## config.mk

```make
export PLATFORM = sky130hd
export DESIGN_NAME = http_header_line_parser_unit
export DESIGN_NICKNAME = d
export VERILOG_FILES = /design/src/hlp_pkg.sv /design/src/hlp_parser.sv /design/src/hlp_result_fifo.sv /design/src/http_header_line_parser_unit.sv
export SDC_FILE = /design/constraint.sdc
export NUM_CORES = 1
export LEC_CHECK = 0
export ABC_AREA = 1
export BUFFER_PORTS_ARGS = -buffer_cell sky130_fd_sc_hd__buf_2
export CAP_MARGIN = 20
export CELL_PAD_IN_SITES_DETAIL_PLACEMENT = 1
export CELL_PAD_IN_SITES_GLOBAL_PLACEMENT = 2
export CORE_MARGIN = 5
export CORE_UTILIZATION = 32
export CTS_CLUSTER_DIAMETER = 200
export DETAILED_ROUTE_END_ITERATION = 16
export PLACE_DENSITY_LB_ADDON = 0.1
export SYNTH_ARGS = -nofsm -noshare
export SYNTH_HDL_FRONTEND = slang
export SYNTH_SLANG_ARGS = --single-unit
export TNS_END_PERCENT = 30
```

## constraint.sdc

```tcl
create_clock -name clk -period 5.1 [get_ports clk]
set_clock_uncertainty 0.2 [all_clocks]
set_input_delay 0.255 -clock clk [delete_from_list [all_inputs] [get_ports clk]]
set_output_delay 0.255 -clock clk [all_outputs]
set_load 0.01 [all_outputs]
```

## src/hlp_pkg.sv

```systemverilog
`timescale 1ns / 1ps
`default_nettype none
// ---------------------------------------------------------------------------
// hlp_pkg
// Shared types, codes, character constants and helper functions of the
// HTTP header line parser.
// ---------------------------------------------------------------------------
package hlp_pkg;

  localparam int LEN_W       = 17;
  localparam int MAX_RESULTS = 3;
  localparam int FIFO_DEPTH  = 4;
  localparam int PTR_W       = 2;
  localparam int LEVEL_W     = 3;
  localparam int CNT_W       = 2;

  // a request is taken while the result queue has room for a full run
  localparam logic [LEVEL_W-1:0] ACCEPT_LEVEL = LEVEL_W'(FIFO_DEPTH - MAX_RESULTS);

  localparam logic [LEN_W-1:0] LIMIT_RESET = 17'd8192;
  localparam logic [LEN_W-1:0] LEN_MAX     = 17'h1FFFF;

  localparam logic [1:0] CMD_DATA    = 2'd0;
  localparam logic [1:0] CMD_EOS     = 2'd1;
  localparam logic [1:0] CMD_RESTART = 2'd2;

  localparam logic [7:0] CH_NUL   = 8'h00;
  localparam logic [7:0] CH_TAB   = 8'h09;
  localparam logic [7:0] CH_LF    = 8'h0A;
  localparam logic [7:0] CH_VT    = 8'h0B;
  localparam logic [7:0] CH_FF    = 8'h0C;
  localparam logic [7:0] CH_CR    = 8'h0D;
  localparam logic [7:0] CH_SP    = 8'h20;
  localparam logic [7:0] CH_PCT   = 8'h25;
  localparam logic [7:0] CH_PLUS  = 8'h2B;
  localparam logic [7:0] CH_DASH  = 8'h2D;
  localparam logic [7:0] CH_COLON = 8'h3A;
  localparam logic [7:0] CH_US    = 8'h5F;

  localparam logic [3:0] TYPE_LEN   = 4'd12;
  localparam logic [3:0] LENGTH_LEN = 4'd14;
  localparam logic [3:0] POS_MAX    = 4'd15;
  localparam logic [8*12-1:0] NAME_TYPE   = {"CONTENT", "_TYPE"};
  localparam logic [8*14-1:0] NAME_LENGTH = {"CONTENT", "_LENGTH"};

  typedef enum logic [2:0] {
    KIND_NAME     = 3'd0,
    KIND_NAME_END = 3'd1,
    KIND_VALUE    = 3'd2,
    KIND_HDR_END  = 3'd3,
    KIND_DONE     = 3'd4,
    KIND_ERROR    = 3'd5
  } kind_t;

  typedef enum logic [1:0] {
    ERR_EARLY_END  = 2'd0,
    ERR_NO_SPACE   = 2'd1,
    ERR_EMPTY_NAME = 2'd2,
    ERR_NO_COLON   = 2'd3
  } err_t;

  typedef enum logic [1:0] {
    PH_NAME  = 2'd0,
    PH_VALUE = 2'd1,
    PH_SKIP  = 2'd2,
    PH_STOP  = 2'd3
  } phase_t;

  typedef enum logic [1:0] {
    ESC_NONE  = 2'd0,
    ESC_PCT   = 2'd1,
    ESC_FIRST = 2'd2
  } esc_t;

  typedef struct packed {
    kind_t      kind;
    logic [7:0] data;
    logic       no_prefix;
    err_t       code;
    logic       last;
  } result_t;

  typedef struct packed {
    result_t [MAX_RESULTS-1:0] item;
    logic [CNT_W-1:0]          count;
  } batch_t;

  typedef struct packed {
    logic [LEVEL_W-1:0] level;
    logic               empty;
  } fifo_status_t;

  typedef struct packed {
    phase_t           phase;
    logic [LEN_W-1:0] len;
    logic [7:0]       held_byte;
    logic             held_valid;
    esc_t             esc;
    logic [7:0]       esc_first;
    logic [3:0]       match_pos;
    logic [1:0]       match_flags;
    kind_t            pend_kind;
    err_t             pend_code;
  } line_state_t;

  function automatic line_state_t fresh_line();
    line_state_t s;
    s.phase       = PH_NAME;
    s.len         = '0;
    s.held_byte   = CH_NUL;
    s.held_valid  = 1'b0;
    s.esc         = ESC_NONE;
    s.esc_first   = CH_NUL;
    s.match_pos   = '0;
    s.match_flags = 2'b11;
    s.pend_kind   = KIND_NAME;
    s.pend_code   = ERR_EARLY_END;
    return s;
  endfunction

  function automatic result_t mk_result(kind_t k, logic [7:0] d, logic np, err_t c);
    result_t r;
    r.kind      = k;
    r.data      = d;
    r.no_prefix = np;
    r.code      = c;
    r.last      = 1'b0;
    return r;
  endfunction

  // {digit found, value}
  function automatic logic [4:0] hexval(logic [7:0] c);
    logic [4:0] r;
    r = 5'd0;
    if (c >= "0" && c <= "9") r = {1'b1, 4'(c - "0")};
    else if (c >= "a" && c <= "f") r = {1'b1, 4'(c - "a" + 8'd10)};
    else if (c >= "A" && c <= "F") r = {1'b1, 4'(c - "A" + 8'd10)};
    return r;
  endfunction

  // two characters read as a base-16 number, truncated to a byte
  function automatic logic [7:0] decode_pair(logic [7:0] a, logic [7:0] b);
    logic [4:0] va;
    logic [4:0] vb;
    logic [7:0] r;
    va = hexval(a);
    vb = hexval(b);
    r  = 8'd0;
    if (va[4]) begin
      r = vb[4] ? {va[3:0], vb[3:0]} : {4'd0, va[3:0]};
    end else if (a == CH_SP || a == CH_TAB || a == CH_LF || a == CH_VT ||
                 a == CH_FF || a == CH_CR || a == CH_PLUS) begin
      r = vb[4] ? {4'd0, vb[3:0]} : 8'd0;
    end else if (a == CH_DASH) begin
      r = vb[4] ? 8'(8'd0 - {4'd0, vb[3:0]}) : 8'd0;
    end
    return r;
  endfunction

  function automatic logic match_type(logic [3:0] p, logic [7:0] b);
    logic [3:0] i;
    i = 4'(TYPE_LEN - 4'd1 - p);
    return (p < TYPE_LEN) && (NAME_TYPE[i*8 +: 8] == b);
  endfunction

  function automatic logic match_length(logic [3:0] p, logic [7:0] b);
    logic [3:0] i;
    i = 4'(LENGTH_LEN - 4'd1 - p);
    return (p < LENGTH_LEN) && (NAME_LENGTH[i*8 +: 8] == b);
  endfunction

endpackage
`default_nettype wire

```

## src/hlp_parser.sv

```systemverilog
`timescale 1ns / 1ps
`default_nettype none
// ---------------------------------------------------------------------------
// hlp_parser
// Line state registers, size limit register and the per-byte parse logic.
// Produces up to three results for each accepted request.
// ---------------------------------------------------------------------------
module hlp_parser (
  input  wire logic                      clk,
  input  wire logic                      rst,
  input  wire logic                      cfg_wr_en,
  input  wire logic [hlp_pkg::LEN_W-1:0] cfg_wr_data,
  input  wire logic                      accept,
  input  wire logic [1:0]                cmd,
  input  wire logic [7:0]                in_byte,
  output hlp_pkg::batch_t                batch
);

  hlp_pkg::line_state_t     st;
  hlp_pkg::line_state_t     st_next;
  logic [hlp_pkg::LEN_W-1:0] limit;
  hlp_pkg::batch_t          res;
  logic [hlp_pkg::CNT_W-1:0] n;
  logic                     at_limit;
  logic [7:0]               t;
  logic                     np;

  always_ff @(posedge clk) begin
    if (rst) begin
      st    <= hlp_pkg::fresh_line();
      limit <= hlp_pkg::LIMIT_RESET;
    end else begin
      if (accept) st <= st_next;
      if (cfg_wr_en) limit <= cfg_wr_data;
    end
  end

  assign at_limit = (limit != '0) && (st.len >= 17'(limit - 17'd1));

  always_comb begin
    st_next = st;
    res     = '0;
    n       = '0;
    t       = in_byte;
    np      = 1'b0;
    if (cmd == hlp_pkg::CMD_RESTART) begin
      st_next = hlp_pkg::fresh_line();
    end else if (cmd == hlp_pkg::CMD_DATA || cmd == hlp_pkg::CMD_EOS) begin
      if (st.phase == hlp_pkg::PH_STOP) begin
        st_next = st;
      end else if (cmd == hlp_pkg::CMD_EOS) begin
        res.item[n] = hlp_pkg::mk_result(hlp_pkg::KIND_ERROR, 8'd0, 1'b0,
                                         hlp_pkg::ERR_EARLY_END);
        n = n + 2'd1;
        st_next.phase = hlp_pkg::PH_STOP;
      end else if (in_byte != hlp_pkg::CH_CR) begin
        if (in_byte == hlp_pkg::CH_LF || at_limit) begin
          // end of line
          unique case (st.phase)
            hlp_pkg::PH_NAME: begin
              if (st.len == '0) begin
                res.item[n] = hlp_pkg::mk_result(hlp_pkg::KIND_DONE, 8'd0, 1'b0,
                                                 hlp_pkg::ERR_EARLY_END);
              end else begin
                res.item[n] = hlp_pkg::mk_result(hlp_pkg::KIND_ERROR, 8'd0, 1'b0,
                                                 hlp_pkg::ERR_NO_SPACE);
              end
              n = n + 2'd1;
              st_next.phase = hlp_pkg::PH_STOP;
            end
            hlp_pkg::PH_VALUE: begin
              // unfinished escape goes out literally
              if (st.esc != hlp_pkg::ESC_NONE) begin
                res.item[n] = hlp_pkg::mk_result(hlp_pkg::KIND_VALUE, hlp_pkg::CH_PCT,
                                                 1'b0, hlp_pkg::ERR_EARLY_END);
                n = n + 2'd1;
              end
              if (st.esc == hlp_pkg::ESC_FIRST) begin
                res.item[n] = hlp_pkg::mk_result(hlp_pkg::KIND_VALUE,
                  (st.esc_first == hlp_pkg::CH_PLUS) ? hlp_pkg::CH_SP : st.esc_first,
                  1'b0, hlp_pkg::ERR_EARLY_END);
                n = n + 2'd1;
              end
              res.item[n] = hlp_pkg::mk_result(hlp_pkg::KIND_HDR_END, 8'd0, 1'b0,
                                               hlp_pkg::ERR_EARLY_END);
              n = n + 2'd1;
              st_next = hlp_pkg::fresh_line();
            end
            hlp_pkg::PH_SKIP: begin
              res.item[n] = hlp_pkg::mk_result(st.pend_kind, 8'd0, 1'b0, st.pend_code);
              n = n + 2'd1;
              if (st.pend_kind == hlp_pkg::KIND_HDR_END) st_next = hlp_pkg::fresh_line();
              else st_next.phase = hlp_pkg::PH_STOP;
            end
            default: st_next = st;
          endcase
        end else begin
          if (st.phase == hlp_pkg::PH_NAME) begin
            if (in_byte == hlp_pkg::CH_NUL) begin
              st_next.pend_kind = (st.len == '0) ? hlp_pkg::KIND_DONE : hlp_pkg::KIND_ERROR;
              st_next.pend_code = (st.len == '0) ? hlp_pkg::ERR_EARLY_END
                                                 : hlp_pkg::ERR_NO_SPACE;
              st_next.phase     = hlp_pkg::PH_SKIP;
            end else if (in_byte == hlp_pkg::CH_SP) begin
              if (!st.held_valid) begin
                st_next.pend_kind = hlp_pkg::KIND_ERROR;
                st_next.pend_code = hlp_pkg::ERR_EMPTY_NAME;
                st_next.phase     = hlp_pkg::PH_SKIP;
              end else if (st.held_byte != hlp_pkg::CH_COLON) begin
                st_next.pend_kind = hlp_pkg::KIND_ERROR;
                st_next.pend_code = hlp_pkg::ERR_NO_COLON;
                st_next.phase     = hlp_pkg::PH_SKIP;
              end else begin
                np = (st.match_flags[0] && st.match_pos == hlp_pkg::TYPE_LEN) ||
                     (st.match_flags[1] && st.match_pos == hlp_pkg::LENGTH_LEN);
                res.item[n] = hlp_pkg::mk_result(hlp_pkg::KIND_NAME_END, 8'd0, np,
                                                 hlp_pkg::ERR_EARLY_END);
                n = n + 2'd1;
                st_next.held_valid = 1'b0;
                st_next.phase      = hlp_pkg::PH_VALUE;
              end
            end else begin
              // held byte goes out now; the new one waits in case it is the colon
              if (st.held_valid) begin
                if (!hlp_pkg::match_type(st.match_pos, st.held_byte))
                  st_next.match_flags[0] = 1'b0;
                if (!hlp_pkg::match_length(st.match_pos, st.held_byte))
                  st_next.match_flags[1] = 1'b0;
                if (st.match_pos < hlp_pkg::POS_MAX) st_next.match_pos = st.match_pos + 4'd1;
                res.item[n] = hlp_pkg::mk_result(hlp_pkg::KIND_NAME, st.held_byte, 1'b0,
                                                 hlp_pkg::ERR_EARLY_END);
                n = n + 2'd1;
              end
              if (in_byte >= "a" && in_byte <= "z") t = 8'(in_byte - 8'd32);
              if (t == hlp_pkg::CH_DASH) t = hlp_pkg::CH_US;
              st_next.held_byte  = t;
              st_next.held_valid = 1'b1;
            end
          end else if (st.phase == hlp_pkg::PH_VALUE) begin
            if (in_byte == hlp_pkg::CH_NUL) begin
              if (st.esc != hlp_pkg::ESC_NONE) begin
                res.item[n] = hlp_pkg::mk_result(hlp_pkg::KIND_VALUE, hlp_pkg::CH_PCT,
                                                 1'b0, hlp_pkg::ERR_EARLY_END);
                n = n + 2'd1;
              end
              if (st.esc == hlp_pkg::ESC_FIRST) begin
                res.item[n] = hlp_pkg::mk_result(hlp_pkg::KIND_VALUE,
                  (st.esc_first == hlp_pkg::CH_PLUS) ? hlp_pkg::CH_SP : st.esc_first,
                  1'b0, hlp_pkg::ERR_EARLY_END);
                n = n + 2'd1;
              end
              st_next.esc       = hlp_pkg::ESC_NONE;
              st_next.pend_kind = hlp_pkg::KIND_HDR_END;
              st_next.pend_code = hlp_pkg::ERR_EARLY_END;
              st_next.phase     = hlp_pkg::PH_SKIP;
            end else if (st.esc == hlp_pkg::ESC_PCT) begin
              st_next.esc_first = in_byte;
              st_next.esc       = hlp_pkg::ESC_FIRST;
            end else if (st.esc == hlp_pkg::ESC_FIRST) begin
              res.item[n] = hlp_pkg::mk_result(hlp_pkg::KIND_VALUE,
                hlp_pkg::decode_pair(st.esc_first, in_byte), 1'b0, hlp_pkg::ERR_EARLY_END);
              n = n + 2'd1;
              st_next.esc = hlp_pkg::ESC_NONE;
            end else if (in_byte == hlp_pkg::CH_PCT) begin
              st_next.esc = hlp_pkg::ESC_PCT;
            end else begin
              res.item[n] = hlp_pkg::mk_result(hlp_pkg::KIND_VALUE,
                (in_byte == hlp_pkg::CH_PLUS) ? hlp_pkg::CH_SP : in_byte,
                1'b0, hlp_pkg::ERR_EARLY_END);
              n = n + 2'd1;
            end
          end
          if (st.len != hlp_pkg::LEN_MAX) st_next.len = st.len + 17'd1;
        end
      end
    end
    if (n != '0) res.item[2'(n - 2'd1)].last = 1'b1;
    res.count = n;
  end

  always_comb begin
    batch = res;
    if (!accept) batch.count = '0;
  end

endmodule
`default_nettype wire

```

## src/hlp_result_fifo.sv

```systemverilog
`timescale 1ns / 1ps
`default_nettype none
// ---------------------------------------------------------------------------
// hlp_result_fifo
// Four-entry result queue. Takes a run of up to three results at a time
// and hands out one result per cycle while pop is high.
// ---------------------------------------------------------------------------
module hlp_result_fifo (
  input  wire logic            clk,
  input  wire logic            rst,
  input  wire hlp_pkg::batch_t batch,
  input  wire logic            pop,
  output hlp_pkg::result_t     head,
  output hlp_pkg::fifo_status_t status
);

  hlp_pkg::result_t mem [hlp_pkg::FIFO_DEPTH];
  logic [hlp_pkg::PTR_W-1:0]   wr_ptr;
  logic [hlp_pkg::PTR_W-1:0]   rd_ptr;
  logic [hlp_pkg::LEVEL_W-1:0] level;
  logic [hlp_pkg::LEVEL_W-1:0] level_next;

  assign level_next = 3'(level + 3'(batch.count) - 3'(pop));

  always_ff @(posedge clk) begin
    if (rst) begin
      wr_ptr <= '0;
      rd_ptr <= '0;
      level  <= '0;
    end else begin
      wr_ptr <= 2'(wr_ptr + batch.count);
      rd_ptr <= 2'(rd_ptr + 2'(pop));
      level  <= level_next;
    end
  end

  always_ff @(posedge clk) begin
    for (int i = 0; i < hlp_pkg::MAX_RESULTS; i++) begin
      if (2'(i) < batch.count) mem[2'(wr_ptr + 2'(i))] <= batch.item[i];
    end
  end

  assign head         = mem[rd_ptr];
  assign status.level = level;
  assign status.empty = (level == '0);

endmodule
`default_nettype wire

```

## src/http_header_line_parser_unit.sv

```systemverilog
`timescale 1ns / 1ps
`default_nettype none
// ---------------------------------------------------------------------------
// http_header_line_parser_unit
// HTTP header line parser with name folding and percent decoding of values.
// ---------------------------------------------------------------------------
// One request (a header byte, end of stream or restart) is taken per cycle
// while req_stall is low; its results, up to three, are produced in the same
// cycle and queued in a four-entry result queue that drains one result per
// cycle while rsp_stall is low. A request is taken while the queue holds at
// most one result, so with one result per byte and no result stall the block
// sustains one byte per clock. Results are registered in the queue.
// cfg_wr_data sets the line size limit (reset 8192) and is written only while
// the block is idle; the user is bound to this, the block does not enforce it.
module http_header_line_parser_unit (
  input  wire logic                      clk,
  input  wire logic                      rst,
  input  wire logic                      cfg_wr_en,
  input  wire logic [hlp_pkg::LEN_W-1:0] cfg_wr_data,
  input  wire logic                      req_valid,
  output logic                           req_stall,
  input  wire logic [1:0]                cmd,
  input  wire logic [7:0]                in_byte,
  output logic                           rsp_valid,
  input  wire logic                      rsp_stall,
  output logic [2:0]                     kind,
  output logic [7:0]                     out_byte,
  output logic                           no_prefix,
  output logic [1:0]                     error_code,
  output logic                           last_of_run
);

  hlp_pkg::batch_t       batch;
  hlp_pkg::result_t      head;
  hlp_pkg::fifo_status_t fifo_st;
  logic                  accept;
  logic                  pop;

  assign req_stall = (fifo_st.level > hlp_pkg::ACCEPT_LEVEL);
  assign accept    = req_valid && !req_stall;
  assign rsp_valid = !fifo_st.empty;
  assign pop       = rsp_valid && !rsp_stall;

  hlp_parser u_parser (
    .clk         (clk),
    .rst         (rst),
    .cfg_wr_en   (cfg_wr_en),
    .cfg_wr_data (cfg_wr_data),
    .accept      (accept),
    .cmd         (cmd),
    .in_byte     (in_byte),
    .batch       (batch)
  );

  hlp_result_fifo u_fifo (
    .clk    (clk),
    .rst    (rst),
    .batch  (batch),
    .pop    (pop),
    .head   (head),
    .status (fifo_st)
  );

  assign kind        = head.kind;
  assign out_byte    = head.data;
  assign no_prefix   = head.no_prefix;
  assign error_code  = head.code;
  assign last_of_run = head.last;

`ifndef SYNTHESIS
  a_level_bound: assert property (@(posedge clk) disable iff (rst)
    fifo_st.level <= 3'(hlp_pkg::FIFO_DEPTH))
    else $error("result queue overfilled");

  a_level_track: assert property (@(posedge clk) disable iff (rst)
    1'b1 |=> (fifo_st.level ==
      3'($past(fifo_st.level) + 3'($past(batch.count)) - 3'($past(pop)))))
    else $error("result queue level does not follow pushes and pops");

  a_stop_is_last: assert property (@(posedge clk) disable iff (rst)
    (rsp_valid && (kind == hlp_pkg::KIND_ERROR || kind == hlp_pkg::KIND_DONE))
      |-> last_of_run)
    else $error("stopping result is not last of its run");

  a_reset_empty: assert property (@(posedge clk)
    rst |=> (fifo_st.empty && !rsp_valid))
    else $error("result queue not empty after reset");
`endif

endmodule
`default_nettype wire

```

Yosys cells after proc, flatten, opt, wreduce, memory -nomap -nowiden
Memory sizes are Yosys's and may differ from the RTL's. A register that Yosys moved wholly into a read port is not among the register bits.
Index checks and enable logic that the tools add are counted.
{"block": "totals", "reg_bits": 73, "latchBits": 0, "ramBits": 60, "rom_bits": 0, "inputBits": 32, "out_inout_bits": 17, "elab_cells": 391, "n_memories": 1}
{"block": "op_classes", "add_sub_neg": 27, "multipliers": 0, "div_mod_pow": 0, "order_cmp": 29, "eq_ne": 38, "n_shift": 2, "n_mux": 209, "bitwise_logic": 3, "reduce_logical": 67}
{"name": "u_fifo.mem", "depth": 4, "width": 15, "read_ports": 1, "rd_ports_with_merged_regs": 1, "wr": 3, "line": "hlp_result_fifo.sv:17", "text": "hlp_pkg::result_t mem [hlp_pkg::FIFO_DEPTH];"}
{"cell": "45-bit two-way mux", "count": 16}
{"cell": "15-bit two-way mux", "count": 27}
{"cell": "49-bit two-way mux", "count": 5}
{"cell": "5-bit two-way mux", "count": 35}
{"cell": "8-bit two-way mux", "count": 21}
{"cell": "45-bit bitwise mux", "count": 3}
{"cell": "15-bit demux with 2-bit select", "count": 4}
{"cell": "30-bit two-way mux", "count": 4}
{"cell": "112-bit by 8-bit variable part select with 8-bit output (first input constant)", "count": 1}
{"cell": "2-bit two-way mux", "count": 53}
{"cell": "96-bit by 8-bit variable part select with 8-bit output (first input constant)", "count": 1}
{"cell": "47-bit two-way mux", "count": 2}
{"cell": "47-bit case mux with 2 select lines", "count": 1}
{"cell": "8-bit by 6-bit equality test with 1-bit output (second input constant)", "count": 7}
{"cell": "8-bit by 4-bit equality test with 1-bit output (second input constant)", "count": 6}
{"cell": "15-bit case mux with 3 select lines", "count": 1}
{"cell": "8-bit by 7-bit <= comparator with 1-bit output (second input constant)", "count": 5}
{"cell": "39-bit AND", "count": 1}
{"cell": "39-bit NOT", "count": 1}
{"cell": "12-bit AND reduction", "count": 3}
{"cell": "8-bit by 7-bit greater-or-equal comparator with 1-bit output (second input constant)", "count": 4}
{"cell": "14-bit two-way mux", "count": 2}
{"cell": "13-bit two-way mux", "count": 2}
{"cell": "6-bit two-way mux", "count": 4}
{"cell": "63 further kinds", "count": 166}

Logic depth before layout (Yosys ltp)
{"block": "depth", "depth_word": 34, "ltp_mapped": 29, "mapped_depth_nobuf": 28}

Hierarchy
A second synthesis with hierarchy kept.
{"block": "unflattened", "hier_cells": 1719, "hier_area_um2": 11335.9}
{"module": "hlp_parser", "n_inst": 1, "cells_each": 1105, "area_per_inst_um2": 6791.5, "seq_area_each_um2": 1321.3}
{"module": "hlp_result_fifo", "n_inst": 1, "cells_each": 607, "area_per_inst_um2": 4513.1, "seq_area_each_um2": 1941.9}
{"module": "http_header_line_parser_unit", "n_inst": 1, "cells_each": 7, "area_per_inst_um2": 31.3, "seq_area_each_um2": 0.0}

Worst setup path before layout
OpenSTA, ideal clock, no wires.
{"block": "synth_timing", "path_type": "register to register", "start": "register u_parser.limit[0] (netlist bit)", "end": "register u_fifo.level[2] (netlist bit)", "setup_time_ns": 0.120, "arrival_time_ns": 4.375, "t_required_ns": 4.780, "path_slack_ns": 0.405, "stages_incl_launch_ff": 29, "path_buffers": 1, "period_less_slack_ns": 4.695, "cell_sequence": "dfxtp_1 > inv_1 > ha_1 > nand2_1 > nor3_4 > nand2_2 > or4_1 > nor2_1 > nand3_1 > xor2_1 > ha_1 > nand2_1 > nor2_1 > and2_1 > nand4_1 > nand4_1 > nand2_4 > nand2_8 > nand2_1 > nand3_1 > nand2_1 > buf_2 > nand2_2 > ha_1 > inv_1 > ha_1 > fa_1 > o21ai_0 > a21oi_1"}
{"block": "synth_via", "elab_chain_len": 13, "word_cells_on_any_way": 14, "cone_classes": "3 x add/sub; 1 x order compare; 7 x mux; 3 x reduce/logical"}
{"element": "from (decl)", "line": "hlp_parser.sv:21", "text": "logic [hlp_pkg::LEN_W-1:0] limit;"}
{"element": "from (signal assigned)", "line": "hlp_parser.sv:31", "text": "limit <= hlp_pkg::LIMIT_RESET;"}
{"element": "from (signal assigned)", "line": "hlp_parser.sv:34", "text": "if (cfg_wr_en) limit <= cfg_wr_data;"}
{"element": "17-bit by 1-bit subtractor with 17-bit output", "line": "hlp_parser.sv:38", "text": "assign at_limit = (limit != '0) && (st.len >= 17'(limit - 17'd1));"}
{"element": "17-bit greater-or-equal comparator", "line": "hlp_parser.sv:38"}
{"element": "1-bit logical AND *", "line": "hlp_parser.sv:38"}
{"element": "1-bit logical OR *", "line": "hlp_parser.sv:57", "text": "if (in_byte == hlp_pkg::CH_LF || at_limit) begin"}
{"element": "2-bit two-way mux *", "line": "hlp_parser.sv:57"}
{"element": "2-bit two-way mux *", "line": "hlp_parser.sv:56", "text": "end else if (in_byte != hlp_pkg::CH_CR) begin"}
{"element": "2-bit two-way mux *", "line": "hlp_parser.sv:51", "text": "end else if (cmd == hlp_pkg::CMD_EOS) begin"}
{"element": "2-bit two-way mux *", "line": "hlp_parser.sv:49", "text": "if (st.phase == hlp_pkg::PH_STOP) begin"}
{"element": "2-bit two-way mux *", "line": "hlp_parser.sv:48", "text": "end else if (cmd == hlp_pkg::CMD_DATA || cmd == hlp_pkg::CMD_EOS) begin"}
{"element": "2-bit two-way mux *", "line": "hlp_parser.sv:46", "text": "if (cmd == hlp_pkg::CMD_RESTART) begin"}
{"element": "2-bit two-way mux *", "line": "hlp_parser.sv:183", "text": "if (!accept) batch.count = '0;"}
{"element": "3-bit by 2-bit adder with 3-bit output *", "line": "hlp_result_fifo.sv:23", "text": "assign level_next = 3'(level + 3'(batch.count) - 3'(pop));"}
{"element": "3-bit by 1-bit subtractor with 3-bit output *", "line": "hlp_result_fifo.sv:23"}
{"element": "to (signal assigned)", "line": "hlp_result_fifo.sv:33", "text": "level <= level_next;"}
{"element": "to (decl)", "line": "hlp_result_fifo.sv:20", "text": "logic [hlp_pkg::LEVEL_W-1:0] level;"}
Every way passes the cells marked *; elsewhere a longest branch is shown, timed or not.
A chain may end at the register's enable or synchronous reset.

Worst setup path in the final report
{"block": "layout_timing", "start": "register u_parser.limit[1] (netlist bit)", "end": "register u_fifo.level[2] (netlist bit)"}
The elaborated chain is that of the path after synthesis.

==> results.json <==
{
  "status": "finished clean",
  "hold_start": "in_byte[6]",
  "syn_nets": 1533,
  "hold_depth": 5,
  "start_util": 0.3239,
  "final_util": 0.3747,
  "p_sw_mw": 1.192,
  "maxCapViolCount": 0,
  "clk_latency_ns": 0.44,
  "gr-total-overflow": 0,
  "r2r-end": "u_fifo.level[2]",
  "cp_top_family": "simple AND/OR/NAND/NOR gates",
  "drtIter0Drc": 508,
  "routed_wl_mm": 35.01,
  "vias": 9829,
  "htreeDepth": 4,
  "grt_pass1_vias": 9985,
  "critPathBufInv": 3,
  "fp.dieW_um": 186.0,
  "syn_inst": 1438,
  "die-area_sq_um": 34580,
  "slew_headroom": 0.4495,
  "clk_pin_slew_worst_paths_ns": 0.07,
  "dpl_cell_area_sq_um": 10620,
  "post_drt_via_cell_ratio": 5.135,
  "wire_per_inst_um": 18.29,
  "gp_congestion": 0.8341,
  "syn_to_final_growth_pct": 15.69,
  "synth_seq_cells": 133,
  "min_to": "u_parser.st[17]",
  "seqPwrFrac": 0.361,
  "post-place-ws_ns": 0.2306,
  "crit_arrival_ns": 4.84,
  "layout_commonest_cell": "nand2_1",
  "critPathMaxStageDelay_ns": 0.46,
  "hold_viol_final": 0,
  "fin_area_sq_um": 11460,
  "p_leak_nw": 4.952,
  "clkPwrFrac": 0.380,
  "core_area_sq_um": 30590,
  "yosysTopAreaCell": "edfxtp_1",
  "syn_area_sq_um": 9907,
  "floorplan.rows": 64,
  "worst_r2r_startpoint": "u_parser.limit[1]",
  "crit_required_ns": 5.22,
  "synthTopCellsByArea": "edfxtp_1 18%, dfxtp_1 15%, nand2_1 12%",
  "globalRouteTotalUtil": 0.2072,
  "end_kind": "register",
  "p_int_mw": 2.251,
  "first_pass_iters": 4,
  "finalCriticalPeriod_ns": 4.725,
  "mostFrequentLayoutCells": "306 x nand2_1, 230 x nor2_1, 130 x inv_1",
  "syn_avg_cell_area_sq_um": 6.889,
  "ys_seq_area_frac": 0.3294,
  "p_per_area_nw_per_um2": 300.5,
  "final_nets": 1600,
  "dp_hpwl_mm": 27.33,
  "numPortBuffers": 48,
  "worst_pin_slew_ns": 0.8249,
  "crit_type": "register to register",
  "drive_gt1_frac": 0.1120,
  "worstPathMaxFanout": 4,
  "ios": 49,
  "peakVddDrop_mv": 0.1973,
  "startpoint_type": "register",
  "crit_top_cell": "ha_1",
  "final-setup-viol-count": 0,
  "netlist.area_leader.share": 0.1819,
  "fmax_mhz": 211.6,
  "cts.root.buffer_cell": "clkbuf_16",
  "clock_path_buffers": 2,
  "grt_antenna_before_repair": 0,
  "die_y_um": 186.0,
  "yosys_warnings": 0,
  "cts_tree": "yes",
  "setup_slack_ns": 0.3751,
  "final_max_slew_viol_count": 0,
  "setup_tns_ns": 0,
  "antenna_left": 0,
  "hold_slack_ns": 0.01659,
  "r2r_cells": 27,
  "regToRegSetupSlack_ns": 0.38,
  "p_sw_frac": 0.3463,
  "grt_max_degree": 39,
  "antennaDiodeCount": 0,
  "hp-class": "input port to register",
  "drc": 0,
  "rsz0062_at_grt": "no",
  "cts_sinks": 133,
  "cp_slowest_cell": "or4_1",
  "synth_cell_types": 58,
  "grt_pass1_wl_mm": 56.53,
  "combPwrFrac": 0.260,
  "cts_buffers": 17,
  "period_share": 0.9265
}
## what timing repair did
item,CTS,global route
setup endpoints to repair,0,70
resized for setup,0,5
hold buffers,18,0
setup buffers,0,1
endpoints found under the hold margin,17,0
## metrics by stage
step | power [mW] | cells
2_1_floorplan | 1.828 | 1438
3_3_place_gp | 2.129 | 1862
4_1_cts | 3.473 | 1912
6_report | 3.444 | 1914
3_5_place_dp | 2.141 | 1862
5_1_grt | 3.644 | 1914
## worst max-delay path by stage
stage / start / to / slack, ns / cells past startpoint
3_3_place_gp: u_parser.limit[1] / u_fifo.level[2] / 0.34 / 26
2_1_floorplan: u_parser.limit[0] / u_fifo.level[2] / 0.40 / 28
3_5_place_dp: u_parser.limit[1] / u_parser.st[5] / 0.23 / 27
6_report: u_parser.limit[1] / u_fifo.level[2] / 0.38 / 27
5_1_grt: u_parser.limit[1] / u_fifo.level[2] / 0.02 / 27
4_1_cts: u_parser.limit[1] / u_parser.st[29] / 0.19 / 27
## kinds of logic (layout without fill, tap and decap cells)
| group | after synthesis | after routing | synth area share |
|---|---|---|---|
| compound gates | 274 | 274 | 0.1519 |
| xor+xnor | 36 | 36 | 0.03183 |
| fa+ha+maj | 63 | 63 | 0.08032 |
| buf+inv | 190 | 270 | 0.07552 |
| flops | 133 | 133 | 0.3294 |
| simple gates | 742 | 742 | 0.3310 |
## sequential cells by signal, indices dropped and copies added, names as in the netlist
register and flops:
u_fifo.mem 60, u_fifo.rd_ptr 2, u_parser.st 49, u_fifo.level 3, u_fifo.wr_ptr 2, u_parser.limit 17
## worst reg2reg max path, delay by kind of cell, from the launching register on
kind	cells	cell delay, ns
simple gates	15	2.05
fa+ha+maj	5	1.33
flops	1	0.31
compound gates	3	0.29
buf+inv	3	0.27
xor+xnor	1	0.15
## synth_stat cells (all sizes together)
cell / n
fa: 1
o2111ai: 2
nor4: 15
inv: 146
clkbuf: 24
a221oi: 1
o21ai: 131
edfxtp: 60
a22oi: 3
a31oi: 4
a2111oi: 4
o22ai: 17
or2: 3
nand3b: 5
nor3: 34
or4: 1
clkinv: 2
o21a: 2
o21bai: 1
a21o: 1
a21boi: 2
nand3: 90
xor2: 26
and2: 1
a22o: 1
ha: 62
nor2: 241
xnor2: 10
nor3b: 1
o211ai: 4
nand4: 29
dfxtp: 73
a21oi: 101
buf: 18
nand2: 322
## power groups by stage
stage          sequential, mW  combinational (mW)  clock, mW
4_1_cts                  1.26               0.869       1.34
2_1_floorplan            1.23               0.598          0
6_report                 1.24               0.894       1.31
3_3_place_gp             1.29               0.842          0
5_1_grt                  1.25                1.02       1.38
3_5_place_dp             1.29               0.855          0
## area by class of cell
type | count | area (sq um)
clock buffer | 17 | 425.4
clock inverter | 15 | 178.9
fill | 3909 | 19130
inverter | 148 | 565.5
multi-input combinational | 1115 | 5912
sequential | 133 | 3263
tap | 396 | 495.5
timing repair buffer | 90 | 620.6
## layer usage
metal	share of wire	global-route usage	routed length [um]
met4	0.0086	0.03789	300
met3	0.027	0.02443	954
met1	0.49	0.2896	17310
met2	0.47	0.3486	16440
met5	0	0	0
Note: power is estimated with default switching activity, not from simulation.
